`src/sv/ale_pkg.sv`:
```
`timescale 1ns / 1ps

package ale_pkg;

   localparam int DEF_CAPACITY  = 128;
   localparam int DEF_ELEM_BITS = 32;

   // Packed word widths of the two channels, padded to whole bytes.
   localparam int REQ_W = 48;
   localparam int RSP_W = 56;

   // Operation codes carried in the func field.
   localparam logic [3:0] FUNC_CLEAR     = 4'd0;
   localparam logic [3:0] FUNC_GET       = 4'd1;
   localparam logic [3:0] FUNC_SET       = 4'd2;
   localparam logic [3:0] FUNC_SEARCH    = 4'd3;
   localparam logic [3:0] FUNC_INS_FIRST = 4'd4;
   localparam logic [3:0] FUNC_INS_AT    = 4'd5;
   localparam logic [3:0] FUNC_INS_LAST  = 4'd6;
   localparam logic [3:0] FUNC_DEL_FIRST = 4'd7;
   localparam logic [3:0] FUNC_DEL_AT    = 4'd8;
   localparam logic [3:0] FUNC_DEL_LAST  = 4'd9;

   // Status codes of a result word.
   localparam logic [1:0] STAT_OK        = 2'd0;
   localparam logic [1:0] STAT_BAD_INDEX = 2'd1;
   localparam logic [1:0] STAT_FULL      = 2'd2;
   localparam logic [1:0] STAT_EMPTY     = 2'd3;

   typedef enum logic [1:0] {
      ST_IDLE,
      ST_RUN,
      ST_DONE
   } ale_state_type;

   typedef enum logic [1:0] {
      OP_GET,
      OP_SEARCH,
      OP_INSERT,
      OP_DELETE
   } ale_op_type;

endpackage

```
`src/sv/ale_ram.sv`:
```
`timescale 1ns / 1ps

module ale_ram #(
   parameter int DEPTH = ale_pkg::DEF_CAPACITY,
   parameter int WIDTH = ale_pkg::DEF_ELEM_BITS
) (
   input  logic                     clock,
   input  logic                     wr_en,
   input  logic [$clog2(DEPTH)-1:0] wr_addr,
   input  logic [WIDTH-1:0]         wr_data,
   input  logic [$clog2(DEPTH)-1:0] rd_addr,
   output logic [WIDTH-1:0]         rd_data
);

   logic [WIDTH-1:0] store_ff [DEPTH];
   logic [WIDTH-1:0] rd_data_ff;

   always_ff @(posedge clock) begin
      if (wr_en) begin
         store_ff[wr_addr] <= wr_data;
      end
      rd_data_ff <= store_ff[rd_addr];
   end

   assign rd_data = rd_data_ff;

endmodule

```
`src/sv/array_list_engine.sv`:
```
`timescale 1ns / 1ps

// Packed list engine. Each request word names one list operation (clear,
// get, set, search, insert at front/index/end, delete at front/index/end)
// and every request produces exactly one response word carrying the value
// read or removed, the search result, the element count after the
// operation and a status code.
// The elements live in a single-port-write memory with a registered read. Get,
// search, insert and delete stream through it one element per cycle: a
// read is issued each cycle, and for insert and delete each word read the
// cycle before, but the removed one, is written one place up or down. The
// elements read are 1 for get, count - index for inserts and deletes and
// count for a search that misses; a search that hits stops after the element
// that matched. Clear, set and rejected operations go from acceptance straight
// to forming the response, with no pass through the memory. One request is
// worked on at a time; the next can be taken in the cycle after the previous
// response is formed.
// Reset empties the list at once; memory contents are not cleared, since
// only entries below the count are ever read. A stalled response is held in
// the output register while the next request is accepted and processed; that
// request then waits in its final state until the output register is free.

module array_list_engine #(
   parameter int CAPACITY  = ale_pkg::DEF_CAPACITY,
   parameter int ELEM_BITS = ale_pkg::DEF_ELEM_BITS
) (
   input  logic                      clock,
   input  logic                      reset,
   input  logic                      req_tvalid,
   output logic                      req_tready,
   // func [3:0], position [10:4], value_in [42:11], zero padding above
   input  logic [ale_pkg::REQ_W-1:0] req_tdata,
   output logic                      rsp_tvalid,
   input  logic                      rsp_tready,
   // value_out [31:0], found_index [38:32], found [39], count_after [47:40],
   // status [49:48], zero padding above
   output logic [ale_pkg::RSP_W-1:0] rsp_tdata
);

   localparam int IDX_W = $clog2(CAPACITY);
   localparam int CNT_W = $clog2(CAPACITY + 1);
   localparam int CMP_W = (CNT_W > 7) ? CNT_W : 7;
   localparam int EV_W  = (ELEM_BITS > 32) ? ELEM_BITS : 32;
   localparam int FX_W  = (IDX_W > 7) ? IDX_W : 7;
   localparam int C8_W  = (CNT_W > 8) ? CNT_W : 8;

   // Request fields.
   logic [3:0]  req_func;
   logic [6:0]  req_position;
   logic [31:0] req_value_in;

   assign req_func     = req_tdata[3:0];
   assign req_position = req_tdata[10:4];
   assign req_value_in = req_tdata[42:11];

   // Control and working registers.
   ale_pkg::ale_state_type state_ff, state_in;
   ale_pkg::ale_op_type    op_ff, op_in;
   logic [CNT_W-1:0]       count_ff, count_in;
   logic [IDX_W-1:0]       at_ff, at_in;
   logic [ELEM_BITS-1:0]   val_ff, val_in;
   logic [IDX_W-1:0]       addr_ff, addr_in;
   logic [CNT_W-1:0]       left_ff, left_in;
   logic                   dv_ff, dv_in;
   logic [IDX_W-1:0]       daddr_ff, daddr_in;
   logic [ELEM_BITS-1:0]   vout_ff, vout_in;
   logic [IDX_W-1:0]       fidx_ff, fidx_in;
   logic                   found_ff, found_in;
   logic [1:0]             status_ff, status_in;
   logic                   rsp_tvalid_ff, rsp_tvalid_in;
   logic [ale_pkg::RSP_W-1:0] rsp_tdata_ff, rsp_tdata_in;

   // Decode of the incoming request against the current count.
   logic                   dec_run;
   logic                   dec_set;
   ale_pkg::ale_op_type    dec_op;
   logic [1:0]             dec_status;
   logic [CNT_W-1:0]       dec_count;
   logic [CNT_W-1:0]       dec_left;
   logic [IDX_W-1:0]       dec_addr;
   logic [IDX_W-1:0]       dec_at;
   logic [CMP_W-1:0]       pos_c;
   logic [CMP_W-1:0]       cnt_c;
   logic [CMP_W-1:0]       at_c;
   logic [CNT_W-1:0]       cnt_m1;
   logic                   list_empty;
   logic                   list_full;
   logic [EV_W-1:0]        val_wide;
   logic [ELEM_BITS-1:0]   val_elem;

   // Memory port and sequencer strobes.
   logic                   accept;
   logic                   run_active;
   logic                   rd_en;
   logic [ELEM_BITS-1:0]   rd_data;
   logic                   match;
   logic                   run_end;
   logic                   rsp_load;
   logic                   wr_en;
   logic [IDX_W-1:0]       wr_addr;
   logic [ELEM_BITS-1:0]   wr_data;

   // Response field formatting.
   logic [EV_W-1:0]        vout_wide;
   logic [FX_W-1:0]        fidx_wide;
   logic [C8_W-1:0]        count_wide;

   assign pos_c      = CMP_W'(req_position);
   assign cnt_c      = CMP_W'(count_ff);
   assign cnt_m1     = count_ff - CNT_W'(1);
   assign list_empty = (count_ff == '0);
   assign list_full  = (count_ff == CNT_W'(CAPACITY));
   assign val_wide   = EV_W'(req_value_in);
   assign val_elem   = val_wide[ELEM_BITS-1:0];

   always_comb begin
      dec_run    = 1'b0;
      dec_set    = 1'b0;
      dec_op     = ale_pkg::OP_GET;
      dec_status = ale_pkg::STAT_OK;
      dec_count  = count_ff;
      dec_left   = '0;
      dec_addr   = '0;
      dec_at     = '0;
      at_c       = '0;
      unique case (req_func) inside
         ale_pkg::FUNC_CLEAR: begin
            dec_count = '0;
         end
         ale_pkg::FUNC_GET, ale_pkg::FUNC_SET: begin
            if (list_empty) begin
               dec_status = ale_pkg::STAT_EMPTY;
            end else if (pos_c >= cnt_c) begin
               dec_status = ale_pkg::STAT_BAD_INDEX;
            end else if (req_func == ale_pkg::FUNC_GET) begin
               dec_run  = 1'b1;
               dec_op   = ale_pkg::OP_GET;
               dec_left = CNT_W'(1);
               dec_addr = pos_c[IDX_W-1:0];
            end else begin
               dec_set = 1'b1;
            end
         end
         ale_pkg::FUNC_SEARCH: begin
            dec_run  = 1'b1;
            dec_op   = ale_pkg::OP_SEARCH;
            dec_left = count_ff;
         end
         ale_pkg::FUNC_INS_FIRST, ale_pkg::FUNC_INS_AT, ale_pkg::FUNC_INS_LAST: begin
            if (list_full) begin
               dec_status = ale_pkg::STAT_FULL;
            end else begin
               if (req_func == ale_pkg::FUNC_INS_FIRST) begin
                  at_c = '0;
               end else if (req_func == ale_pkg::FUNC_INS_LAST) begin
                  at_c = cnt_c;
               end else begin
                  at_c = pos_c;
               end
               if (at_c > cnt_c) begin
                  dec_status = ale_pkg::STAT_BAD_INDEX;
               end else begin
                  dec_run   = 1'b1;
                  dec_op    = ale_pkg::OP_INSERT;
                  dec_left  = CNT_W'(cnt_c - at_c);
                  dec_addr  = cnt_m1[IDX_W-1:0];
                  dec_at    = at_c[IDX_W-1:0];
                  dec_count = count_ff + CNT_W'(1);
               end
            end
         end
         ale_pkg::FUNC_DEL_FIRST, ale_pkg::FUNC_DEL_AT, ale_pkg::FUNC_DEL_LAST: begin
            if (list_empty) begin
               dec_status = ale_pkg::STAT_EMPTY;
            end else begin
               if (req_func == ale_pkg::FUNC_DEL_FIRST) begin
                  at_c = '0;
               end else if (req_func == ale_pkg::FUNC_DEL_LAST) begin
                  at_c = CMP_W'(cnt_m1);
               end else begin
                  at_c = pos_c;
               end
               if (at_c >= cnt_c) begin
                  dec_status = ale_pkg::STAT_BAD_INDEX;
               end else begin
                  dec_run   = 1'b1;
                  dec_op    = ale_pkg::OP_DELETE;
                  dec_left  = CNT_W'(cnt_c - at_c);
                  dec_addr  = at_c[IDX_W-1:0];
                  dec_at    = at_c[IDX_W-1:0];
                  dec_count = cnt_m1;
               end
            end
         end
         default: begin
         end
      endcase
   end

   // Next state.
   always_comb begin
      state_in = state_ff;
      unique case (state_ff)
         ale_pkg::ST_IDLE: begin
            if (req_tvalid) begin
               state_in = dec_run ? ale_pkg::ST_RUN : ale_pkg::ST_DONE;
            end
         end
         ale_pkg::ST_RUN: begin
            if (run_end) begin
               state_in = ale_pkg::ST_DONE;
            end
         end
         ale_pkg::ST_DONE: begin
            if (!rsp_tvalid_ff || rsp_tready) begin
               state_in = ale_pkg::ST_IDLE;
            end
         end
         default: begin
            state_in = ale_pkg::ST_IDLE;
         end
      endcase
   end

   // State-machine outputs.
   always_comb begin
      req_tready = (state_ff == ale_pkg::ST_IDLE);
      run_active = (state_ff == ale_pkg::ST_RUN);
      rsp_load   = (state_ff == ale_pkg::ST_DONE) && (!rsp_tvalid_ff || rsp_tready);
      accept     = req_tready && req_tvalid;
      rd_en      = run_active && (left_ff != '0);
      match      = run_active && dv_ff && (op_ff == ale_pkg::OP_SEARCH) && (rd_data == val_ff);
      run_end    = run_active && (((left_ff == '0) && !dv_ff) || match);
   end

   // Memory write port. The word read in the previous cycle is written one
   // place up for an insert and one place down for a delete; the removed
   // word of a delete is captured rather than written.
   always_comb begin
      wr_en   = 1'b0;
      wr_addr = daddr_ff;
      wr_data = rd_data;
      if (accept && dec_set) begin
         wr_en   = 1'b1;
         wr_addr = pos_c[IDX_W-1:0];
         wr_data = val_elem;
      end else if (run_active && dv_ff && (op_ff == ale_pkg::OP_INSERT)) begin
         wr_en   = 1'b1;
         wr_addr = daddr_ff + IDX_W'(1);
      end else if (run_active && dv_ff && (op_ff == ale_pkg::OP_DELETE) && (daddr_ff != at_ff)) begin
         wr_en   = 1'b1;
         wr_addr = daddr_ff - IDX_W'(1);
      end else if (run_end && (op_ff == ale_pkg::OP_INSERT)) begin
         wr_en   = 1'b1;
         wr_addr = at_ff;
         wr_data = val_ff;
      end
   end

   // Datapath next values.
   always_comb begin
      op_in     = op_ff;
      count_in  = count_ff;
      at_in     = at_ff;
      val_in    = val_ff;
      addr_in   = addr_ff;
      left_in   = left_ff;
      daddr_in  = addr_ff;
      dv_in     = 1'b0;
      vout_in   = vout_ff;
      fidx_in   = fidx_ff;
      found_in  = found_ff;
      status_in = status_ff;
      if (accept) begin
         op_in     = dec_op;
         count_in  = dec_count;
         at_in     = dec_at;
         val_in    = val_elem;
         addr_in   = dec_addr;
         left_in   = dec_left;
         vout_in   = '0;
         fidx_in   = '0;
         found_in  = 1'b0;
         status_in = dec_status;
      end
      if (rd_en) begin
         left_in = left_ff - CNT_W'(1);
         if (op_ff == ale_pkg::OP_INSERT) begin
            addr_in = addr_ff - IDX_W'(1);
         end else begin
            addr_in = addr_ff + IDX_W'(1);
         end
         // A read still in flight when a search hits is dropped.
         dv_in = !run_end;
      end
      if (run_active && dv_ff) begin
         if ((op_ff == ale_pkg::OP_GET) ||
             ((op_ff == ale_pkg::OP_DELETE) && (daddr_ff == at_ff))) begin
            vout_in = rd_data;
         end
         if (match) begin
            found_in = 1'b1;
            fidx_in  = daddr_ff;
         end
      end
   end

   assign vout_wide  = EV_W'(vout_ff);
   assign fidx_wide  = FX_W'(fidx_ff);
   assign count_wide = C8_W'(count_ff);

   always_comb begin
      rsp_tvalid_in = rsp_tvalid_ff && !rsp_tready;
      rsp_tdata_in  = rsp_tdata_ff;
      if (rsp_load) begin
         rsp_tvalid_in = 1'b1;
         rsp_tdata_in  = {6'd0, status_ff, count_wide[7:0], found_ff,
                          fidx_wide[6:0], vout_wide[31:0]};
      end
   end

   always_ff @(posedge clock) begin
      if (reset) begin
         state_ff      <= ale_pkg::ST_IDLE;
         count_ff      <= '0;
         dv_ff         <= 1'b0;
         rsp_tvalid_ff <= 1'b0;
      end else begin
         state_ff      <= state_in;
         count_ff      <= count_in;
         dv_ff         <= dv_in;
         rsp_tvalid_ff <= rsp_tvalid_in;
      end
   end

   always_ff @(posedge clock) begin
      op_ff        <= op_in;
      at_ff        <= at_in;
      val_ff       <= val_in;
      addr_ff      <= addr_in;
      left_ff      <= left_in;
      daddr_ff     <= daddr_in;
      vout_ff      <= vout_in;
      fidx_ff      <= fidx_in;
      found_ff     <= found_in;
      status_ff    <= status_in;
      rsp_tdata_ff <= rsp_tdata_in;
   end

   ale_ram #(
      .DEPTH (CAPACITY),
      .WIDTH (ELEM_BITS)
   ) u_ram (
      .clock   (clock),
      .wr_en   (wr_en),
      .wr_addr (wr_addr),
      .wr_data (wr_data),
      .rd_addr (addr_ff),
      .rd_data (rd_data)
   );

   assign rsp_tvalid = rsp_tvalid_ff;
   assign rsp_tdata  = rsp_tdata_ff;

   a_count_cap: assert property (@(posedge clock) disable iff (reset)
      count_ff <= CNT_W'(CAPACITY))
      else $error("element count exceeds capacity");

   a_no_rw_clash: assert property (@(posedge clock) disable iff (reset)
      (rd_en && wr_en) |-> (wr_addr != addr_ff))
      else $error("shift writes the entry it is reading");

   a_done_drained: assert property (@(posedge clock) disable iff (reset)
      (state_ff == ale_pkg::ST_DONE) |-> !dv_ff)
      else $error("memory read still pending when the response is formed");

   a_run_leaves_only_at_end: assert property (@(posedge clock) disable iff (reset)
      (run_active && (left_ff != '0) && !match) |=> (state_ff == ale_pkg::ST_RUN))
      else $error("sequencer left the run with reads outstanding");

   a_found_ok: assert property (@(posedge clock) disable iff (reset)
      (rsp_tvalid_ff && rsp_tdata_ff[39]) |-> (rsp_tdata_ff[49:48] == ale_pkg::STAT_OK))
      else $error("search hit reported with an error status");

endmodule
```
`config.mk`:
```
export PLATFORM = sky130hd
export DESIGN_NAME = array_list_engine
export DESIGN_NICKNAME = d
export VERILOG_FILES = /design/src/sv/ale_pkg.sv /design/src/sv/ale_ram.sv /design/src/sv/array_list_engine.sv
export SDC_FILE = /design/constraint.sdc
export NUM_CORES = 2
export LEC_CHECK = 0
export BUFFER_PORTS_ARGS = -buffer_cell sky130_fd_sc_hd__buf_2
export CORE_ASPECT_RATIO = 0.9
export CORE_MARGIN = 1.5
export CORE_UTILIZATION = 55
export DETAILED_ROUTE_END_ITERATION = 8
export PLACE_DENSITY = 0.79
export SYNTH_ARGS = -nofsm -noshare
export SYNTH_HDL_FRONTEND = slang
export SYNTH_SLANG_ARGS = --single-unit
export TNS_END_PERCENT = 5
```
`constraint.sdc`:
```
create_clock -name clock -period 19.15 [get_ports clock]
set_input_delay 5.745 -clock clock [delete_from_list [all_inputs] [get_ports clock]]
set_output_delay 5.745 -clock clock [all_outputs]
set_load 0.03 [all_outputs]
```
==> results.json <==
{
  "status": "finished with violations",
  "violations": "capacitance limit, slew limit",
  "hold_slack_ns": 0.429,
  "numClockSinks": 4295,
  "r2r_cells": 9,
  "maxSlewHeadroom": -0.00459,
  "die_area_mm2": 0.305,
  "p_sw_frac": 0.251,
  "ant_nets": 0,
  "pwr-share-comb": 0.116,
  "crit_path_start_kind": "input pin",
  "maxCapViolCount": 2,
  "yosysWarningCount": 0,
  "synthTopCellsByCount": "edfxtp_1, mux4_2, nor2_1, clkbuf_1, mux2i_1",
  "track_usage": 0.296,
  "slowest_stage": "a21oi_4",
  "grt_max_degree": 144,
  "setup_slack_ns": 8.73,
  "firstDrtPassIters": 6,
  "place.gp.congestion": 0.918,
  "grt_overflow_total": 0,
  "syn2layout_area_growth_pct": 12.3,
  "slew_violations": 47,
  "clkSlewWorstSetupHoldPaths_ns": 0.06,
  "synth_seq_cells": 4295,
  "routed_wl_um": 452000,
  "dieHeight_um": 524,
  "p_leak_nw": 57.5,
  "synth-simple-area-share": 0.0133,
  "layout.nets": 7541,
  "path_class": "in2reg",
  "ir_drop_uv": 76.3,
  "synth-compound-area-share": 0.0145,
  "clk_latency_ns": 0.96,
  "wl_per_cell_um": 38.5,
  "synth.area.mux_share": 0.184,
  "die_w_um": 582,
  "dp_hpwl_um": 224000,
  "setup_tns_ns": 0,
  "rsz0062_at_grt": "no",
  "critPathMaxFanout": 84,
  "synthXorXnorAreaFrac": 0.00390,
  "cts_tree": "yes",
  "netlist.top_cell.by_area": "edfxtp_1",
  "route.detailed.drc": 0,
  "yosysMostFrequentCell": "edfxtp_1",
  "fill_cells": 18585,
  "p_per_area_mw_per_mm2": 117,
  "ys_types": 77,
  "clockRootBuffer": "clkbuf_16",
  "hold_depth": 0,
  "cp.required_ns": 19.71,
  "crit_start": "req_tdata[8]",
  "antenna_found_initial": 27,
  "path_cells": "buf_2 -> ha_1 -> a2111oi_0 -> o21ai_1 -> a311oi_2 -> o211ai_4 -> buf_4 -> buf_4 -> a21oi_4 -> buf_4",
  "p_sw_w": 0.00545,
  "r2r_start": "addr_ff[1]",
  "cp_common_cell": "buf_4",
  "setup_viol": 0,
  "cp_slowest_stage_delay_ns": 1.25,
  "synth_top_area_share": 0.761,
  "core_area_mm2": 0.301,
  "htreeDepth": 5,
  "start_util": 0.552,
  "vias": 82835,
  "grt_pass1_wl_um": 632000,
  "endpoint_kind": "register",
  "grt_pass1_vias": 82591,
  "viasPerCell": 7.05,
  "cts_hold_buf": 0,
  "synth_area_leaders": "edfxtp_1, mux4_2, dfxtp_1",
  "drive_gt1_frac": 0.312,
  "synth_cells": 7069,
  "drt_iter0_drc": 13990,
  "numCtsBuffers": 407,
  "port_buffers": 98,
  "yosysSeqAreaShare": 0.772,
  "timing.final.crit_period_ns": 10.42,
  "hold_viol": 0,
  "synth_top_family_by_area": "multiplexers",
  "syn_area_per_cell_um2": 23.5,
  "num_rows": 191,
  "max_freq_mhz": 95.9,
  "fin_skew_ns": 0.0773,
  "worst_pin_slew_ns": 1.50,
  "hold_start": "fidx_ff[0]",
  "async_reset_ff_frac": 0,
  "hp-class": "reg2reg",
  "ys.flop_type": "edfxtp_1",
  "p_int_w": 0.0163,
  "synth_edf_count": 4204,
  "worstPathArrival_ns": 10.98,
  "ios": 110,
  "clockBufferDepth": 4,
  "synth_fa_ha_area_frac": 0.00292,
  "cts_setup_buffers": 0,
  "regArea_mm2": 0.128,
  "syn-cell-area_mm2": 0.166,
  "multiInputGateArea_mm2": 0.0377,
  "clkPwrFrac": 0.370,
  "p_seq_frac": 0.514,
  "cts_resized": 0,
  "period_share": 0.544,
  "dp_slack_ns": 8.16
}
final timing paths:
| path | slack (ns) | to |
|---|---|---|
| setup / recovery | 8.73 | u_ram.store_ff[114][16] |
| hold / removal | 0.43 | rsp_tdata[32] |
| setup reg to reg | 12.17 | u_ram.rd_data[14] |
| hold reg to reg | 0.43 | rsp_tdata[32] |
kinds of logic (layout without fill, tap and decap cells):
family,Yosys count,in the layout
AND/OR/NAND/NOR,473,473
other,1,14
XOR/XNOR,74,74
AO/OA/AOI/OAI,337,337
multiplexers,1443,1443
flip-flops,4295,4295
adder cells (fa/ha/maj),37,37
buffers and inverters,409,1117
power by group through the flow:
stage | combinational, W | sequential (W) | clock (W)
2_1_floorplan | 0.00135 | 0.0115 | 0
4_1_cts | 0.00248 | 0.0112 | 0.00808
3_3_place_gp | 0.00229 | 0.0114 | 0
3_5_place_dp | 0.00241 | 0.0114 | 0
5_1_grt | 0.00259 | 0.0112 | 0.00839
6_report | 0.00253 | 0.0112 | 0.00804
layout make-up:
| type | instances | share of cell area |
|---|---|---|
| Multi-Input combinational cell | 2370 | 0.202 |
| Inverter | 29 | 0.000584 |
| Sequential cell | 4295 | 0.687 |
| Antenna cell | 8 | 0.000107 |
| Clock inverter | 234 | 0.0116 |
| Timing Repair Buffer | 349 | 0.0136 |
| Tap cell | 3956 | 0.0266 |
| Clock buffer | 505 | 0.0583 |
per-stage QoR:
step | total power, W | utilization | std cells | instance area, um2
finish | 0.0218 | 0.620 | 11746 | 186000
detailed placement | 0.0138 | 0.577 | 10999 | 173000
floorplan | 0.0128 | - | 7074 | 166000
CTS | 0.0217 | 0.620 | 11738 | 186000
global placement | 0.0136 | 0.577 | 10999 | 173000
global route | 0.0221 | 0.620 | 11742 | 186000
layer usage:
layer	up-vias	wire length (um)	part of all wire	global-route usage
met5	-	193	0.00043	0.00139
met2	7103	219000	0.48	0.478
met4	20	25900	0.057	0.142
met1	43452	150000	0.33	0.383
li1	31051	-	-	-
met3	1209	56900	0.13	0.0731
cells in the final DEF, fill, tap and decap left out, types with 8 or more instances in the layout:
cell and instances:
nand4_1 8, inv_1 28, nor4_1 12, xnor2_1 32, nor2_4 129, clkbuf_8 12, clkbuf_1 77, inv_6 10
nand2b_1 10, buf_12 13, nand2_1 121, a21o_1 8, nor2b_1 13, a21oi_4 34, nor2_1 84, mux2i_1 162
dfxtp_1 91, edfxtp_1 4204, buf_4 238, nand3_1 17, o211ai_1 8, clkinvlp_4 22, diode_2 8, a211oi_1 8
a221oi_1 35, buf_2 98, o22ai_1 32, mux4_2 1280, ha_1 34, clkinv_2 72, nor3_1 17, a21oi_1 44
a22o_1 33, bufinv_16 34, xor2_1 42, clkbuf_16 416, o21ai_0 64, and3_1 13, clkinv_1 84
registers in the layout, summed over array words and instances (netlist names):
register,flops
at_ff,7
left_ff,8
rsp_tvalid,1
fidx_ff,7
vout_ff,32
addr_ff,7
status_ff,2
state_ff,2
op_ff,2
rsp_tdata,50
val_ff,32
u_ram.rd_data,32
dv_ff,1
u_ram.store_ff,4096
found_ff,1
cnt_c,8
daddr_ff,7
worst max-delay path: cells and delay by family:
| kind | cells | cell delay (ns) |
|---|---|---|
| AOI/OAI and AO/OA | 5 | 2.68 |
| adders and majority gates | 1 | 0.31 |
| buffers and inverters | 4 | 2.05 |
Note: power is estimated with default switching activity, not from simulation.
